[src/rtl/rlepd_pkg.sv]
// rlepd_pkg: shared types and constants for the run-length plane decoder
// no dependencies; imported by every module of the block
`timescale 1ns / 1ps

package rlepd_pkg;

    localparam int DataW   = 8;
    localparam int CountW  = 7;
    localparam int WordW   = 16;
    localparam int QDepth  = 4;
    localparam int QPtrW   = $clog2(QDepth);
    localparam int QCountW = $clog2(QDepth + 1);

    localparam logic [WordW-1:0] PLANE_BYTES_RESET = 16'd8000;
    localparam logic [WordW-1:0] DEST_BASE_RESET   = 16'd0;
    localparam logic [WordW-1:0] CONSUMED_MAX      = 16'hFFFF;

    // configuration register indexes
    localparam logic CFG_PLANE_BYTES = 1'b0;
    localparam logic CFG_DEST_BASE   = 1'b1;

    typedef enum logic [1:0] {
        PH_CTRL = 2'd0,
        PH_LIT  = 2'd1,
        PH_REP  = 2'd2
    } phase_t;

    // one classified source byte as it sits in the queue
    typedef struct packed {
        logic [DataW-1:0]  value;
        logic [CountW-1:0] count;
        logic              is_repeat;
        logic              last;
    } src_item_t;

endpackage

[src/rtl/rlepd_front.sv]
// rlepd_front: accepts source bytes, splits control fields and queues them
// depends on rlepd_pkg
`timescale 1ns / 1ps

module rlepd_front
    import rlepd_pkg::*;
(
    input  logic             clk,
    input  logic             rst_n,
    input  logic             src_valid,
    output logic             src_ready,
    input  logic [DataW-1:0] data_byte,
    input  logic             last_byte,
    output logic             head_valid,
    output src_item_t        head_item,
    input  logic             head_pop
);

    src_item_t             queue_mem [QDepth];
    logic [QPtrW-1:0]      wr_ptr_reg, wr_ptr_next;
    logic [QPtrW-1:0]      rd_ptr_reg, rd_ptr_next;
    logic [QCountW-1:0]    fill_reg, fill_next;
    src_item_t             new_item;
    logic                  push;
    logic                  pop;

    // classify: top bit marks a repeat control, low bits are the count either way
    always_comb
    begin
        new_item.value     = data_byte;
        new_item.count     = data_byte[CountW-1:0];
        new_item.is_repeat = data_byte[DataW-1];
        new_item.last      = last_byte;
    end

    assign src_ready  = (fill_reg != QCountW'(QDepth));
    assign head_valid = (fill_reg != '0);
    assign head_item  = queue_mem[rd_ptr_reg];
    assign push       = src_valid && src_ready;
    assign pop        = head_pop && head_valid;

    always_comb
    begin
        wr_ptr_next = push ? wr_ptr_reg + 1'b1 : wr_ptr_reg;
        rd_ptr_next = pop ? rd_ptr_reg + 1'b1 : rd_ptr_reg;
        fill_next   = fill_reg;
        if (push && !pop)
        begin
            fill_next = fill_reg + 1'b1;
        end
        else if (pop && !push)
        begin
            fill_next = fill_reg - 1'b1;
        end
    end

    always_ff @(posedge clk or negedge rst_n)
    begin
        if (!rst_n)
        begin
            wr_ptr_reg <= '0;
            rd_ptr_reg <= '0;
            fill_reg   <= '0;
        end
        else
        begin
            wr_ptr_reg <= wr_ptr_next;
            rd_ptr_reg <= rd_ptr_next;
            fill_reg   <= fill_next;
        end
    end

    always_ff @(posedge clk)
    begin
        if (push)
        begin
            queue_mem[wr_ptr_reg] <= new_item;
        end
    end

endmodule

[src/rtl/rlepd_back.sv]
// rlepd_back: decode state, plane bookkeeping, config registers, result register
// depends on rlepd_pkg
`timescale 1ns / 1ps

module rlepd_back
    import rlepd_pkg::*;
(
    input  logic              clk,
    input  logic              rst_n,
    input  logic              cfg_write_en,
    input  logic              cfg_index,
    input  logic [WordW-1:0]  cfg_data,
    input  logic              head_valid,
    input  src_item_t         head_item,
    output logic              head_pop,
    output logic              run_valid,
    input  logic              run_ready,
    output logic [DataW-1:0]  run_value,
    output logic [CountW-1:0] run_length,
    output logic [WordW-1:0]  run_address,
    output logic              plane_end,
    output logic              truncated,
    output logic [WordW-1:0]  src_used
);

    logic [WordW-1:0]  plane_bytes_reg;
    logic [WordW-1:0]  dest_base_reg;

    phase_t            phase_reg, phase_next;
    logic [CountW-1:0] lit_left_reg, lit_left_next;
    logic [CountW-1:0] rep_pending_reg, rep_pending_next;
    logic [WordW-1:0]  decoded_reg, decoded_next;
    logic [WordW-1:0]  consumed_reg, consumed_next;

    logic              out_valid_reg, out_valid_next;
    logic [DataW-1:0]  out_value_reg;
    logic [CountW-1:0] out_length_reg;
    logic [WordW-1:0]  out_address_reg;
    logic              out_end_reg;
    logic              out_trunc_reg;
    logic [WordW-1:0]  out_used_reg;

    logic [WordW-1:0]  room;
    logic [WordW-1:0]  consumed_inc;
    logic [WordW-1:0]  decoded_step;
    logic [CountW-1:0] room_clamp;
    logic [CountW-1:0] r_len;
    logic [CountW-1:0] clamped;
    logic              r_end;
    logic              r_trunc;
    logic              has_result;

    assign head_pop = head_valid && (!out_valid_reg || run_ready);

    always_ff @(posedge clk or negedge rst_n)
    begin
        if (!rst_n)
        begin
            plane_bytes_reg <= PLANE_BYTES_RESET;
            dest_base_reg   <= DEST_BASE_RESET;
        end
        else if (cfg_write_en)
        begin
            unique case (cfg_index)
                CFG_PLANE_BYTES: plane_bytes_reg <= cfg_data;
                CFG_DEST_BASE:   dest_base_reg   <= cfg_data;
                default:         ;
            endcase
        end
    end

    // plane space left, also saturated to a count width, and the next consumed count
    always_comb
    begin
        room = (decoded_reg >= plane_bytes_reg) ? '0 : plane_bytes_reg - decoded_reg;
        room_clamp = (room > WordW'({CountW{1'b1}})) ? {CountW{1'b1}} : room[CountW-1:0];
        consumed_inc = (consumed_reg == CONSUMED_MAX) ? consumed_reg : consumed_reg + 1'b1;
    end

    always_comb
    begin
        phase_next       = phase_reg;
        lit_left_next    = lit_left_reg;
        rep_pending_next = rep_pending_reg;
        r_len            = '0;
        clamped          = '0;

        unique case (phase_reg)
            PH_LIT:
            begin
                if (room != '0 && lit_left_reg != '0)
                begin
                    r_len = CountW'(1);
                end
                if (lit_left_reg != '0)
                begin
                    lit_left_next = lit_left_reg - 1'b1;
                end
                if (lit_left_next == '0)
                begin
                    phase_next = PH_CTRL;
                end
            end
            PH_REP:
            begin
                r_len            = (rep_pending_reg > room_clamp) ? room_clamp : rep_pending_reg;
                rep_pending_next = '0;
                phase_next       = PH_CTRL;
            end
            default:
            begin
                if (!head_item.is_repeat)
                begin
                    clamped       = (head_item.count > room_clamp) ? room_clamp : head_item.count;
                    lit_left_next = clamped;
                    phase_next    = (clamped != '0) ? PH_LIT : PH_CTRL;
                end
                else
                begin
                    rep_pending_next = head_item.count;
                    phase_next       = PH_REP;
                end
            end
        endcase

        decoded_step = decoded_reg + WordW'(r_len);
        r_end        = (decoded_step >= plane_bytes_reg);
        r_trunc      = !r_end && head_item.last;
        has_result   = (r_len != '0) || r_end || r_trunc;

        decoded_next  = decoded_step;
        consumed_next = consumed_inc;
        if (r_end || r_trunc)
        begin
            phase_next       = PH_CTRL;
            lit_left_next    = '0;
            rep_pending_next = '0;
            decoded_next     = '0;
            consumed_next    = '0;
        end
    end

    always_comb
    begin
        out_valid_next = out_valid_reg && !run_ready;
        if (head_pop)
        begin
            out_valid_next = has_result;
        end
    end

    always_ff @(posedge clk or negedge rst_n)
    begin
        if (!rst_n)
        begin
            phase_reg       <= PH_CTRL;
            lit_left_reg    <= '0;
            rep_pending_reg <= '0;
            decoded_reg     <= '0;
            consumed_reg    <= '0;
            out_valid_reg   <= 1'b0;
        end
        else
        begin
            out_valid_reg <= out_valid_next;
            if (head_pop)
            begin
                phase_reg       <= phase_next;
                lit_left_reg    <= lit_left_next;
                rep_pending_reg <= rep_pending_next;
                decoded_reg     <= decoded_next;
                consumed_reg    <= consumed_next;
            end
        end
    end

    // result payload; fields without a run or an end read as zero
    always_ff @(posedge clk)
    begin
        if (head_pop && has_result)
        begin
            out_value_reg   <= (r_len != '0) ? head_item.value : '0;
            out_length_reg  <= r_len;
            out_address_reg <= (r_len != '0) ? dest_base_reg + decoded_reg : '0;
            out_end_reg     <= r_end;
            out_trunc_reg   <= r_trunc;
            out_used_reg    <= (r_end || r_trunc) ? consumed_inc : '0;
        end
    end

    assign run_valid   = out_valid_reg;
    assign run_value   = out_value_reg;
    assign run_length  = out_length_reg;
    assign run_address = out_address_reg;
    assign plane_end   = out_end_reg;
    assign truncated   = out_trunc_reg;
    assign src_used    = out_used_reg;

endmodule

[src/rtl/rle_plane_decoder.sv]
// rle_plane_decoder: top level of the run-length plane decoder
// depends on rlepd_pkg, rlepd_front, rlepd_back
`timescale 1ns / 1ps

// Takes one compressed source byte per cycle while the queue has room
// and delivers at most one run descriptor per byte through a registered
// output. A byte is held in a four-entry queue after it is classified;
// the decode stage retires one queued byte per cycle whenever the output
// register is empty or being taken, so throughput is one byte per clock
// while the output is not stalled; a result passes the queue and then
// the output register. Configuration writes take effect on the next
// cycle and should only be made while no bytes are in flight.
module rle_plane_decoder
    import rlepd_pkg::*;
(
    input  logic              clk,
    input  logic              rst_n,
    input  logic              cfg_write_en,
    input  logic              cfg_index,
    input  logic [WordW-1:0]  cfg_data,
    input  logic              src_valid,
    output logic              src_ready,
    input  logic [DataW-1:0]  data_byte,
    input  logic              last_byte,
    output logic              run_valid,
    input  logic              run_ready,
    output logic [DataW-1:0]  run_value,
    output logic [CountW-1:0] run_length,
    output logic [WordW-1:0]  run_address,
    output logic              plane_end,
    output logic              truncated,
    output logic [WordW-1:0]  src_used
);

    logic      head_valid;
    src_item_t head_item;
    logic      head_pop;

    rlepd_front u_front (
        .clk        (clk),
        .rst_n      (rst_n),
        .src_valid  (src_valid),
        .src_ready  (src_ready),
        .data_byte  (data_byte),
        .last_byte  (last_byte),
        .head_valid (head_valid),
        .head_item  (head_item),
        .head_pop   (head_pop)
    );

    rlepd_back u_back (
        .clk          (clk),
        .rst_n        (rst_n),
        .cfg_write_en (cfg_write_en),
        .cfg_index    (cfg_index),
        .cfg_data     (cfg_data),
        .head_valid   (head_valid),
        .head_item    (head_item),
        .head_pop     (head_pop),
        .run_valid    (run_valid),
        .run_ready    (run_ready),
        .run_value    (run_value),
        .run_length   (run_length),
        .run_address  (run_address),
        .plane_end    (plane_end),
        .truncated    (truncated),
        .src_used     (src_used)
    );

endmodule

[config.mk]
export PLATFORM = sky130hd
export DESIGN_NAME = rle_plane_decoder
export DESIGN_NICKNAME = d
export VERILOG_FILES = /design/src/rtl/rlepd_pkg.sv /design/src/rtl/rlepd_front.sv /design/src/rtl/rlepd_back.sv /design/src/rtl/rle_plane_decoder.sv
export SDC_FILE = /design/constraint.sdc
export NUM_CORES = 1
export LEC_CHECK = 0
export ABC_AREA = 1
export BUFFER_PORTS_ARGS = -buffer_cell sky130_fd_sc_hd__buf_2
export CAP_MARGIN = 20
export CORE_MARGIN = 3
export CORE_UTILIZATION = 45
export DETAILED_ROUTE_END_ITERATION = 6
export GPL_ROUTABILITY_DRIVEN = 1
export GPL_TIMING_DRIVEN = 0
export REMOVE_ABC_BUFFERS = 1
export SLEW_MARGIN = 30
export SYNTH_ARGS = -nofsm -noshare
export SYNTH_HDL_FRONTEND = slang
export SYNTH_SLANG_ARGS = --single-unit
export TNS_END_PERCENT = 1
[constraint.sdc]
create_clock -name clk -period 7.2 [get_ports clk]
set_clock_uncertainty 0.2 [all_clocks]
set_input_delay 0.72 -clock clk [delete_from_list [all_inputs] [get_ports clk]]
set_output_delay 0.72 -clock clk [all_outputs]
set_load 0.01 [all_outputs]
==> results of run 1 <==
-- final cells by class --
cell class | instances | area, µm² | share of cell area
repair inverters | 1 | 16.3 | 0.00122
well taps | 313 | 392 | 0.0293
clock inverters | 13 | 155 | 0.0116
flip-flops and latches | 173 | 4770 | 0.357
clock buffers | 19 | 433 | 0.0324
repair buffers | 146 | 1030 | 0.0775
inverters | 232 | 915 | 0.0685
multi-input cells | 894 | 5650 | 0.423
-- cells in the final DEF, fill, tap and decap left out, drive strengths merged --
cell type	netlist	routed
o31ai	3	3
nor2	96	96
and3	1	1
a31oi	4	4
o21a	1	1
buf	8	145
o21ba	1	1
xnor2	13	13
or2	2	2
o21ai	91	92
o21bai	5	5
o211ai	1	1
o2111ai	3	3
a211oi	1	1
nand2	341	341
a32oi	1	1
a21boi	2	2
ha	72	72
o22ai	1	1
clkbuf	20	20
dfrtp	82	82
nand3	121	121
inv	228	234
a21o	1	1
nor4	3	3
nor3b	1	1
dfstp	6	6
nor3	12	12
bufinv	0	2
nand4	16	16
a2111oi	1	1
clkinv	4	9
fa	4	4
xor2	33	33
nand3b	5	5
clkinvlp	0	1
and2	4	4
a21oi	53	53
edfxtp	85	85
-- power by group --
part | internal, mW | switching [mW]
combinational | 1.01 | 1.71
sequential | 1.42 | 0.148
clock | 0.522 | 0.421
-- kinds of logic after synthesis --
logic type,Yosys count
fa+ha+maj,76
flops,173
simple gates,602
buf+inv,260
xor+xnor,46
compound gates,169
-- worst max-delay path, delay by kind of cell (launching register included) --
kind | cells | cell delay (ns)
XOR/XNOR | 1 | 0.15
buffers and inverters | 11 | 1.20
AO/OA/AOI/OAI | 7 | 1.00
flip-flops | 1 | 0.38
adder cells (fa/ha/maj) | 5 | 1.20
AND/OR/NAND/NOR | 27 | 2.58
-- worst paths after layout --
check | to | depth (start not counted) | startpoint
max | u_back.run_value[5]$_SDFFCE_PN0P_ | 51 | u_back.plane_bytes_reg[0]$_DFFE_PN0P_
min | u_back.consumed_reg[4]$_DFFE_PN0P_ | 1 | rst_n
max reg2reg | u_back.run_value[5]$_SDFFCE_PN0P_ | 51 | u_back.plane_bytes_reg[0]$_DFFE_PN0P_
min reg2reg | u_back.dest_base_reg[14]$_DFFE_PN0P_ | 2 | u_back.dest_base_reg[14]$_DFFE_PN0P_
max in group asynchronous | u_back.plane_bytes_reg[12]$_DFFE_PN1P_ | 2 | rst_n
min in group clk | u_back.dest_base_reg[14]$_DFFE_PN0P_ | 2 | u_back.dest_base_reg[14]$_DFFE_PN0P_
-- metrics by stage --
step / instance area, µm² / util / setup TNS [ns] / instances
after floorplan: 10600 / - / -85.09 / 1298
after CTS: 12700 / 0.553 / -0.988 / 1757
after detailed placement: 11500 / 0.500 / -145.51 / 1698
after global placement: 11400 / 0.496 / -370.79 / 1692
final: 13400 / 0.579 / 0 / 1791
after global routing: 13400 / 0.579 / -10.59 / 1791
-- repair_timing --
action	4_1_cts	5_1_grt
pin swaps	15	57
buffers inserted	23	35
gates resized for setup	74	98
endpoints found under the setup margin	115	114
cloned	4	2
-- per-layer routing --
layer | part of all wire | global-route usage | up-vias
li1 | - | - | 4564
met3 | 0.039 | 0.0340 | 32
met4 | 0.019 | 0.0532 | 2
met5 | 0.00042 | 0 | -
met1 | 0.47 | 0.270 | 4173
met2 | 0.48 | 0.329 | 151
==> impl_metrics.yaml, run 1 <==
clock_network:
  cts_made_buffers: 17
  clkLatencyLatePin_ns: 0.44
  ctsRootBufferMaster: "clkbuf_16"
  cts.hold.buffers_added: 0
  path_clk_slew_ns: 0.07
  cts.sinks: 173
  clk_path_buf_depth: 2
  cts_tree: "built"
  h-tree-depth: 4
critical_path:
  max_stage_delay_ns: 0.38
  startpoint_type: "register"
  arrival_ns: 6.97
  path_common_cell: "nand2_1"
  reg2reg_slack_ns: 0.18
  critPathCaptureType: "register"
  crit_required_ns: 7.16
  critPathKind: "reg2reg"
  slowest_stage: "dfrtp_1"
  critical_path.max_fanout: 7
sta:
  hold_viol: 2
  setup_viol: 0
  rsz0062_at_grt: "yes"
  whs_ns: -0.00114
  finalCritPeriodShare: 0.974
  fin_ws_ns: 0.184
  worstMarginPinSlew_ns: 0.916
  finalCriticalPeriod_ns: 7.02
  max_freq_mhz: 143
  slew_violations: 0
  maxSlewHeadroom: 0.387
layout:
  drive_above_1_share: 0.237
  layout.nets: 1572
  largest-register: "u_front.queue_mem"
  largest_reg_flops: 36
  antenna_cells: 0
  nFillCells: 2039
  area_growth_pct: 24.0
synth:
  ys_seq_area_frac: 0.442
  syn_avg_cell_area_um2: 8.13
  synth_top_family_by_area: "simple AND/OR/NAND/NOR gates"
  synthesis.area_mm2: 0.0108
  synth-simple-area-share: 0.248
  ys_seq_elements: 173
  synth_compound_area_frac: 0.0870
  synthCells: 1326
  synth_most_common_cell: "nand2_1"
  yosysWarnings: 0
  ys.flop_type: "edfxtp_1"
  synth-edff-count: 85
  synth_cell_types: 50
  synth_area_leaders: "edfxtp_1 (24%), dfrtp_1 (19%), nand2_1 (11%)"
  synth_common_cells: "nand2_1 (328), inv_1 (225), nand3_1 (117), o21ai_0 (91), edfxtp_1 (85)"
  async_reset_ff_frac: 0.509
  yosys.area_share.adder: 0.0910
  synth_xor_area_frac: 0.0374
  synth_largest_area_cell: "edfxtp_1"
  muxShareOfSynthArea: 0
  yosysTopAreaCellShare: 0.237
grt:
  grt_pass1_wl_mm: 41.5
  grt_antenna_before_repair: 1
  overflow: 0
  track_usage: 0.198
  grt_max_degree: 50
  first_global_vias: 8535
detailed_routing:
  drc_errors: 0
  postRouteWirelength_mm: 26.0
  drt-pass1-iter-count: 5
  post_drt_via_cell_ratio: 4.98
  drt-wirelength-per-cell_um: 14.5
  drt_iter0_markers: 501
  detail-route-antenna-nets: 0
  dr_total_vias: 8922
placement:
  numPortBuffers: 81
  dp_hpwl_mm: 17.6
  gp_congestion: 0.846
  dp_slack_ns: -1.87
die:
  coreArea_mm2: 0.0231
  die_area_mm2: 0.0258
  initial_utilization: 0.467
  io-pin-count: 82
  die_h_um: 161
  std_cell_rows: 55
  die_w_um: 161
hold_path:
  min_path_type: "in2async"
pwr:
  power_leakage_nw: 6.50
  power_mw: 5.23
  power_density_mw_per_mm2: 391
  peakVddDrop_v: 0.000254
flow_run:
  drv_cap: 0
run_status:
  status: "finished with violations"
  violations: "hold timing"
Note: power is estimated with default switching activity, not from simulation.
==> inputs of run 2 (changes only) <==
PLACE_DENSITY = 0.63   (was unset)
SLEW_MARGIN = 20   (was 30)
==> run 2 against run 1 <==
  * The run now ends clean
  * Worst hold slack gained 0.0074 ns
  * Cell area rose by 0.11%
  * Die area is the same
==> impl_metrics.yaml, run 2 (synthesis gave the netlist of run 1 again) <==
critical_path:
  slowest_stage: "dfrtp_1"
  crit_start: "u_back.decoded_reg[0]$_DFFE_PN0P_"
  max_stage_delay_ns: 0.40
  startpoint_type: "register"
  arrival_ns: 7.12
  critPathKind: "reg2reg"
  r2r-start: "u_back.decoded_reg[0]$_DFFE_PN0P_"
  critical_path.max_fanout: 8
  critPathCaptureType: "register"
  path_common_cell: "nand2_4"
  crit_required_ns: 7.35
grt:
  grt_pass1_wl_mm: 41.6
  grt_max_degree: 46
  track_usage: 0.197
  overflow: 0
  grt_antenna_before_repair: 1
  first_global_vias: 8620
clock_network:
  cts.hold.buffers_added: 0
  cts.sinks: 173
  clk_path_buf_depth: 2
  cts_made_buffers: 17
  h-tree-depth: 4
  clkLatencyLatePin_ns: 0.44
  cts_tree: "built"
  ctsRootBufferMaster: "clkbuf_16"
  path_clk_slew_ns: 0.07
die:
  die_area_mm2: 0.0258
  io-pin-count: 82
  die_h_um: 161
  initial_utilization: 0.467
  coreArea_mm2: 0.0231
  die_w_um: 161
  std_cell_rows: 55
layout:
  regArea_mm2: 0.00476
  multi_input_area_mm2: 0.00562
  nFillCells: 2017
  drive_above_1_share: 0.236
  layout_common_cells: "nand2_1 (305), inv_1 (208), nand3_1 (110)"
  antenna_cells: 0
  area_growth_pct: 24.1
  largest-register: "u_front.queue_mem"
  final_common_cell: "nand2_1"
  layout.nets: 1570
  largest_reg_flops: 36
detailed_routing:
  drt_iter0_markers: 485
  postRouteWirelength_mm: 26.0
  detail-route-antenna-nets: 0
  post_drt_via_cell_ratio: 5.04
  dr_total_vias: 9019
  drc_errors: 0
  drt-pass1-iter-count: 5
  drt-wirelength-per-cell_um: 14.5
placement:
  dp_hpwl_mm: 17.6
  gp_congestion: 0.867
  numPortBuffers: 81
flow_run:
  drv_cap: 0
sta:
  tns_ns: 0
  finalCriticalPeriod_ns: 6.97
  maxSlewHeadroom: 0.331
  setup_viol: 0
  slew_violations: 0
  whs_ns: 0.00625
  max_freq_mhz: 144
  finalCritPeriodShare: 0.967
  rsz0062_at_grt: "yes"
  hold_viol: 0
  worstMarginPinSlew_ns: 1.00
pwr:
  power_mw: 5.28
  power_leakage_nw: 6.50
  peakVddDrop_v: 0.000190
  power_density_mw_per_mm2: 395
run_status:
  status: "completed"
hold_path:
  min_path_type: "in2async"
## run 2: report_power, final
group / internal, mW / leakage [nW] / switching [mW]
Sequential: 1.42 / 1.94 / 0.147
Clock: 0.495 / 0.280 / 0.439
Combinational: 1.06 / 4.27 / 1.72
Total: 2.97 / 6.50 / 2.31
## run 2: per-layer routing
metal  wire length (µm)  part of all wire  global-route usage
met1              11900              0.46               0.269
met2              12300              0.47               0.326
met3               1180             0.045              0.0312
met4                533             0.021              0.0559
met5                  7           0.00027                   0
## run 2: area by class of cell
type                            instances  area share
Multi-Input combinational cell        893       0.420
Sequential cell                       173       0.356
Tap cell                              313      0.0293
Timing Repair inverter                  2     0.00187
Timing Repair Buffer                  144      0.0804
Inverter                              232      0.0676
Clock inverter                         15      0.0129
Clock buffer                           17      0.0318
## run 2: stage by stage
stage	instances	utilization	area, µm²	setup slack, ns
floorplan	1298	-	10600	-1.48
global placement	1692	0.496	11400	-4.44
detailed placement	1697	0.500	11500	-2.99
CTS	1756	0.548	12600	0.0511
global route	1789	0.580	13400	-0.280
finish	1789	0.580	13400	0.234
## run 2: repair_timing
action / CTS / global route
cloned: 3 / 3
setup buffers: 24 / 30
endpoints found under the setup margin: 114 / 114
pin swaps: 15 / 51
gates resized for setup: 62 / 107
## run 2: worst max-delay path: cells and delay by family, from the launching register on
family	cells	cell delay, ns
and+or+nand+nor	28	2.71
xor gates and xnor gates	1	0.20
adders and majority gates	6	1.36
buffers and inverters	8	0.97
AOI/OAI and AO/OA	7	1.00
DFF	1	0.40
## run 2: worst paths after layout
path / slack, ns / cells after the start / endpoint
min in group clk: 0.29 / 2 / u_back.dest_base_reg[0]$_DFFE_PN0P_
worst min-delay path: 0.006 / 1 / u_back.consumed_reg[6]$_DFFE_PN0P_
max in group asynchronous: 6.13 / 2 / u_back.plane_bytes_reg[12]$_DFFE_PN1P_
worst min register to register: 0.29 / 2 / u_back.dest_base_reg[0]$_DFFE_PN0P_
worst max register to register: 0.23 / 50 / u_back.rep_pending_reg[1]$_DFFE_PN0P_
worst max-delay path: 0.23 / 50 / u_back.rep_pending_reg[1]$_DFFE_PN0P_
